`src/design/vpss_pkg.sv`:
```
package vpss_pkg;

   localparam int DATA_W = 32;
   localparam int PROD_W = 2 * DATA_W;
   localparam int WIDE_W = 66;

   localparam int MAX_POINTS_DEF = 256;
   localparam int FRAC_BITS_DEF  = 16;

   // request modes
   localparam logic [1:0] MODE_WRITE = 2'd0;
   localparam logic [1:0] MODE_RUN   = 2'd1;
   localparam logic [1:0] MODE_READ  = 2'd2;

   // response status codes
   localparam logic [1:0] STAT_WRITTEN = 2'd0;
   localparam logic [1:0] STAT_RUN     = 2'd1;
   localparam logic [1:0] STAT_READ    = 2'd2;
   localparam logic [1:0] STAT_RANGE   = 2'd3;

   // register indexes
   localparam logic [2:0] REG_N_POINTS   = 3'd0;
   localparam logic [2:0] REG_N_STEPS    = 3'd1;
   localparam logic [2:0] REG_MAX_ITER   = 3'd2;
   localparam logic [2:0] REG_TOLERANCE  = 3'd3;
   localparam logic [2:0] REG_DIFFUSION  = 3'd4;
   localparam logic [2:0] REG_ADVECTION  = 3'd5;
   localparam logic [2:0] REG_SOURCE     = 3'd6;
   localparam logic [2:0] REG_CORRECTION = 3'd7;

   // register reset values
   localparam logic [8:0]  RST_N_POINTS  = 9'd64;
   localparam logic [15:0] RST_N_STEPS   = 16'd100;
   localparam logic [15:0] RST_MAX_ITER  = 16'd100;
   localparam logic [30:0] RST_TOLERANCE = 31'd7;

   typedef enum logic [4:0] {
      S_CLEAR,
      S_IDLE,
      S_READ,
      S_VL0,
      S_VL0W,
      S_VL1W,
      S_VRD,
      S_VM1,
      S_VM2,
      S_VM3,
      S_VM4,
      S_SW0,
      S_SW0W,
      S_SW1W,
      S_SRD,
      S_SM1,
      S_SM2,
      S_SM3,
      S_SM4,
      S_SE0,
      S_SE1,
      S_SE2,
      S_C0,
      S_C0W,
      S_CRD,
      S_CM1,
      S_CM2,
      S_CM3,
      S_CE0,
      S_CE1
   } state_type;

   localparam logic signed [WIDE_W-1:0] SAT_HI = 66'sd2147483647;
   localparam logic signed [WIDE_W-1:0] SAT_LO = -66'sd2147483648;

   function automatic logic signed [DATA_W-1:0] sat32(input logic signed [WIDE_W-1:0] x);
      logic signed [DATA_W-1:0] r;
      if (x > SAT_HI) begin
         r = 32'sh7FFFFFFF;
      end else if (x < SAT_LO) begin
         r = 32'sh80000000;
      end else begin
         r = x[DATA_W-1:0];
      end
      return r;
   endfunction

   function automatic logic [DATA_W-1:0] absdiff(input logic signed [DATA_W-1:0] a,
                                                 input logic signed [DATA_W-1:0] b);
      logic signed [DATA_W:0] d;
      d = (DATA_W+1)'(a) - (DATA_W+1)'(b);
      if (d < 0) begin
         d = -d;
      end
      return d[DATA_W-1:0];
   endfunction

endpackage

```
`src/design/vpss_mul.sv`:
```
module vpss_mul #(
   parameter int FRAC_BITS = vpss_pkg::FRAC_BITS_DEF
) (
   input  logic                                clock,
   input  logic signed [vpss_pkg::DATA_W-1:0] coef,
   input  logic signed [vpss_pkg::DATA_W-1:0] operand,
   output logic signed [vpss_pkg::PROD_W-1:0] result
);

   localparam logic signed [vpss_pkg::PROD_W-1:0] ROUND =
      vpss_pkg::PROD_W'(64'sd1 <<< (FRAC_BITS - 1));

   logic signed [vpss_pkg::PROD_W-1:0] prod_ff;

   always_ff @(posedge clock) begin
      prod_ff <= vpss_pkg::PROD_W'(coef) * vpss_pkg::PROD_W'(operand);
   end

   // round to nearest, ties up, then floor shift
   assign result = (prod_ff + ROUND) >>> FRAC_BITS;

endmodule

```
`config.mk`:
```
export PLATFORM = sky130hd
export DESIGN_NAME = vpss_mul
export DESIGN_NICKNAME = d
export VERILOG_FILES = /design/src/design/vpss_pkg.sv /design/src/design/vpss_mul.sv
export SDC_FILE = /design/constraint.sdc
export NUM_CORES = 2
export LEC_CHECK = 0
export ABC_CLOCK_PERIOD_IN_PS = 12250
export BUFFER_PORTS_ARGS = -buffer_cell sky130_fd_sc_hd__buf_2
export CAP_MARGIN = 20
export CORE_MARGIN = 3
export CORE_UTILIZATION = 67
export DETAILED_ROUTE_END_ITERATION = 16
export PLACE_DENSITY = 0.84
export SYNTH_ARGS = -nofsm -noshare
export SYNTH_HDL_FRONTEND = slang
export SYNTH_SLANG_ARGS = --single-unit
```
`constraint.sdc`:
```
create_clock -name clock -period 12.25 [get_ports clock]
set_input_delay 2.45 -clock clock [delete_from_list [all_inputs] [get_ports clock]]
set_output_delay 2.45 -clock clock [all_outputs]
set_load 0.01 [all_outputs]
```
==> results.cfg <==
[routing]
routedWlPerCell_um = 19.9
viasPerCell = 5.69
routed_wl_um = 93400
drc = 0
num_vias = 26700
drt.antenna.violating_nets = 0
drt-initial-drc-count = 1851
first_pass_iters = 5

[die]
dieHeight_um = 244
coreArea_um2 = 55400
fp-row-count = 86
initial_utilization_pct = 68.2
dieArea_um2 = 59300
io_pins = 129
die_x_um = 244

[clock_tree]
cts-resized-gates = 0
htreeDepth = 2
cts_buffers = 5
cts_root_buf = clkbuf_16
postCtsSetupRepairBufs = 0
cts_hold_buf = 0
cts_tree = done
clock_path_buffers = 2
clkTransAtPathRegs_ns = 0.07
cts.sink_count = 49

[placement]
dp_slack_ns = 1.54
port_buffers = 128
place.gp.congestion = 0.954
dp_hpwl_um = 76200
dp_cells = 4679

[outcome]
status = completed

[final_layout]
reg_top3 = prod_ff: 49 flops
largest_register_ffs = 49
top_register = prod_ff
area_growth_syn_to_layout_pct = 2.32
layout-drive-gt1-share_pct = 4.22
layout.nets = 5265
fin_cells = 4690
nFillCells = 4062

[sta]
slew_violations = 0
setup_ws_ns = 1.75
slew_headroom_pct = 41.5
fmax_mhz = 95.2
setup_viol = 0
rsz0062_at_grt = false
hold-worst-slack_ns = 3.29
min_period_over_period_pct = 85.7
finalCriticalPeriod_ns = 10.50
hold_viol_final = 0
tightestPinTransition_ns = 0.878
setup-tns-final_ns = 0

[global_routing]
grt_max_degree = 33
grt_overflow = 0
globalRouteMet2Util_pct = 58.9
track_usage_pct = 33.8
gr-usage-met1_pct = 39.1
antenna_found_initial = 4
grt_pass1_vias = 30800
grt_first_pass_wirelength_um = 157000
grt_util_met3_pct = 5.59
busiest_layer = met2

[critical_path]
cp_data_arrival_time_ns = 10.74
worstSetupEndpointType = flip-flop
required_ns = 12.48
criticalPathCategory = in -> reg
critPathMaxFanout = 32
start_kind = input pin

[logic_synthesis]
avgSynthCellArea_um2 = 9.41
syn_nets = 5345
yosysTopAreaCellShare_pct = 57.3
yosysTopAreaCell = fa_1
yosysSeqAreaShare_pct = 2.60
synth.distinct_cells = 62
synth-edff-count = 0
ys.flop_type = dfxtp_1
async_reset_ff_share_pct = 0
synthTopCellsByArea = fa_1 (57%), inv_1 (9.8%), and2_1 (8.5%), ha_1 (6.0%), nand2_1 (5.4%)
synthCells = 4018
ys_seq_elements = 49
synth_warnings = 0
synth_area_um2 = 37800

[run]
max_cap_violations = 0

[min_path]
hold_path.class = reg -> out
-- cells in the final DEF (no fill, tap or decap), types with 6 or more instances in the layout --
master	n
o21bai_1	9
xor2_1	36
nor3_1	10
xnor2_1	77
o21a_1	7
o21ai_0	27
and3_1	14
nand2_1	539
a21oi_1	54
fa_1	1081
nand2b_1	12
a31oi_1	8
nor2_1	60
nand4_1	26
dfxtp_1	49
a21o_1	28
nor2b_1	6
nand3_1	19
ha_1	181
inv_1	987
buf_2	128
and2_1	515
-- cell usage after synthesis (26+ instances only) --
master	n
clkbuf_1	201
fa_1	1081
xnor2_1	77
ha_1	181
nand4_1	26
and2_1	515
a21oi_1	54
nand2_1	539
dfxtp_1	49
xor2_1	36
inv_1	987
a21o_1	28
nor2_1	60
o21ai_0	27
-- cell type report --
cell class                      instances  area (um^2)  area share [%]
Sequential cell                        49          981            2.54
Timing Repair Buffer                  131          663            1.71
Antenna cell                            4         10.0          0.0259
Multi-Input combinational cell       2764        32200            83.3
Clock inverter                          1         7.51          0.0194
Tap cell                              748          936            2.42
Inverter                              987         3700            9.58
Clock buffer                            6          139           0.359
-- kinds of logic (layout without fill, tap and decap cells) --
| family | after synthesis | in the layout | share of synthesized area (%) |
|---|---|---|---|
| other cells | 0 | 4 | 0 |
| buf+inv | 1205 | 1125 | 12.1 |
| fa+ha+maj | 1262 | 1262 | 63.3 |
| flops | 49 | 49 | 2.60 |
| compound gates | 168 | 168 | 2.99 |
| simple gates | 1221 | 1221 | 16.4 |
| xor+xnor | 113 | 113 | 2.62 |
-- routing by layer --
metal,part of all wire (%),vias to the layer above
met5,0,-
met4,8.0,0
li1,-,11200
met2,51,1340
met3,8.0,413
met1,33,13700
-- critical path, cell delays in order --
cell       delay, ns
buf_2           0.51
nand2_1         0.26
inv_1           0.14
fa_1            0.40
inv_1           0.24
fa_1            0.46
inv_1           0.23
fa_1            0.51
fa_1            0.88
inv_1           0.36
fa_1            0.56
inv_1           0.06
fa_1            0.56
fa_1            0.44
fa_1            0.46
ha_1            0.40
a21o_1          0.19
a21o_1          0.16
a21oi_1         0.22
o21ai_0         0.13
nand2_1         0.12
and3_1          0.16
a21bo_2         0.18
nor3_1          0.08
a2111oi_2       0.37
xnor2_1         0.15
-- per-stage QoR --
step / cell area (um^2) / util (%)
finish: 38700 / 69.8
global route: 38700 / 69.8
CTS: 38700 / 69.8
detailed placement: 38500 / 69.5
global placement: 38500 / 69.5
floorplan: 37800 / -
-- final timing paths --
path / from / end / slack [ns] / depth (start not counted)
min: prod_ff[18] / result[2] / 3.29 / 2
max: operand[5] / prod_ff[63] / 1.75 / 26
Power is not shown: default switching activity piles up to over one toggle a cycle in this logic, so the estimate is an artifact.
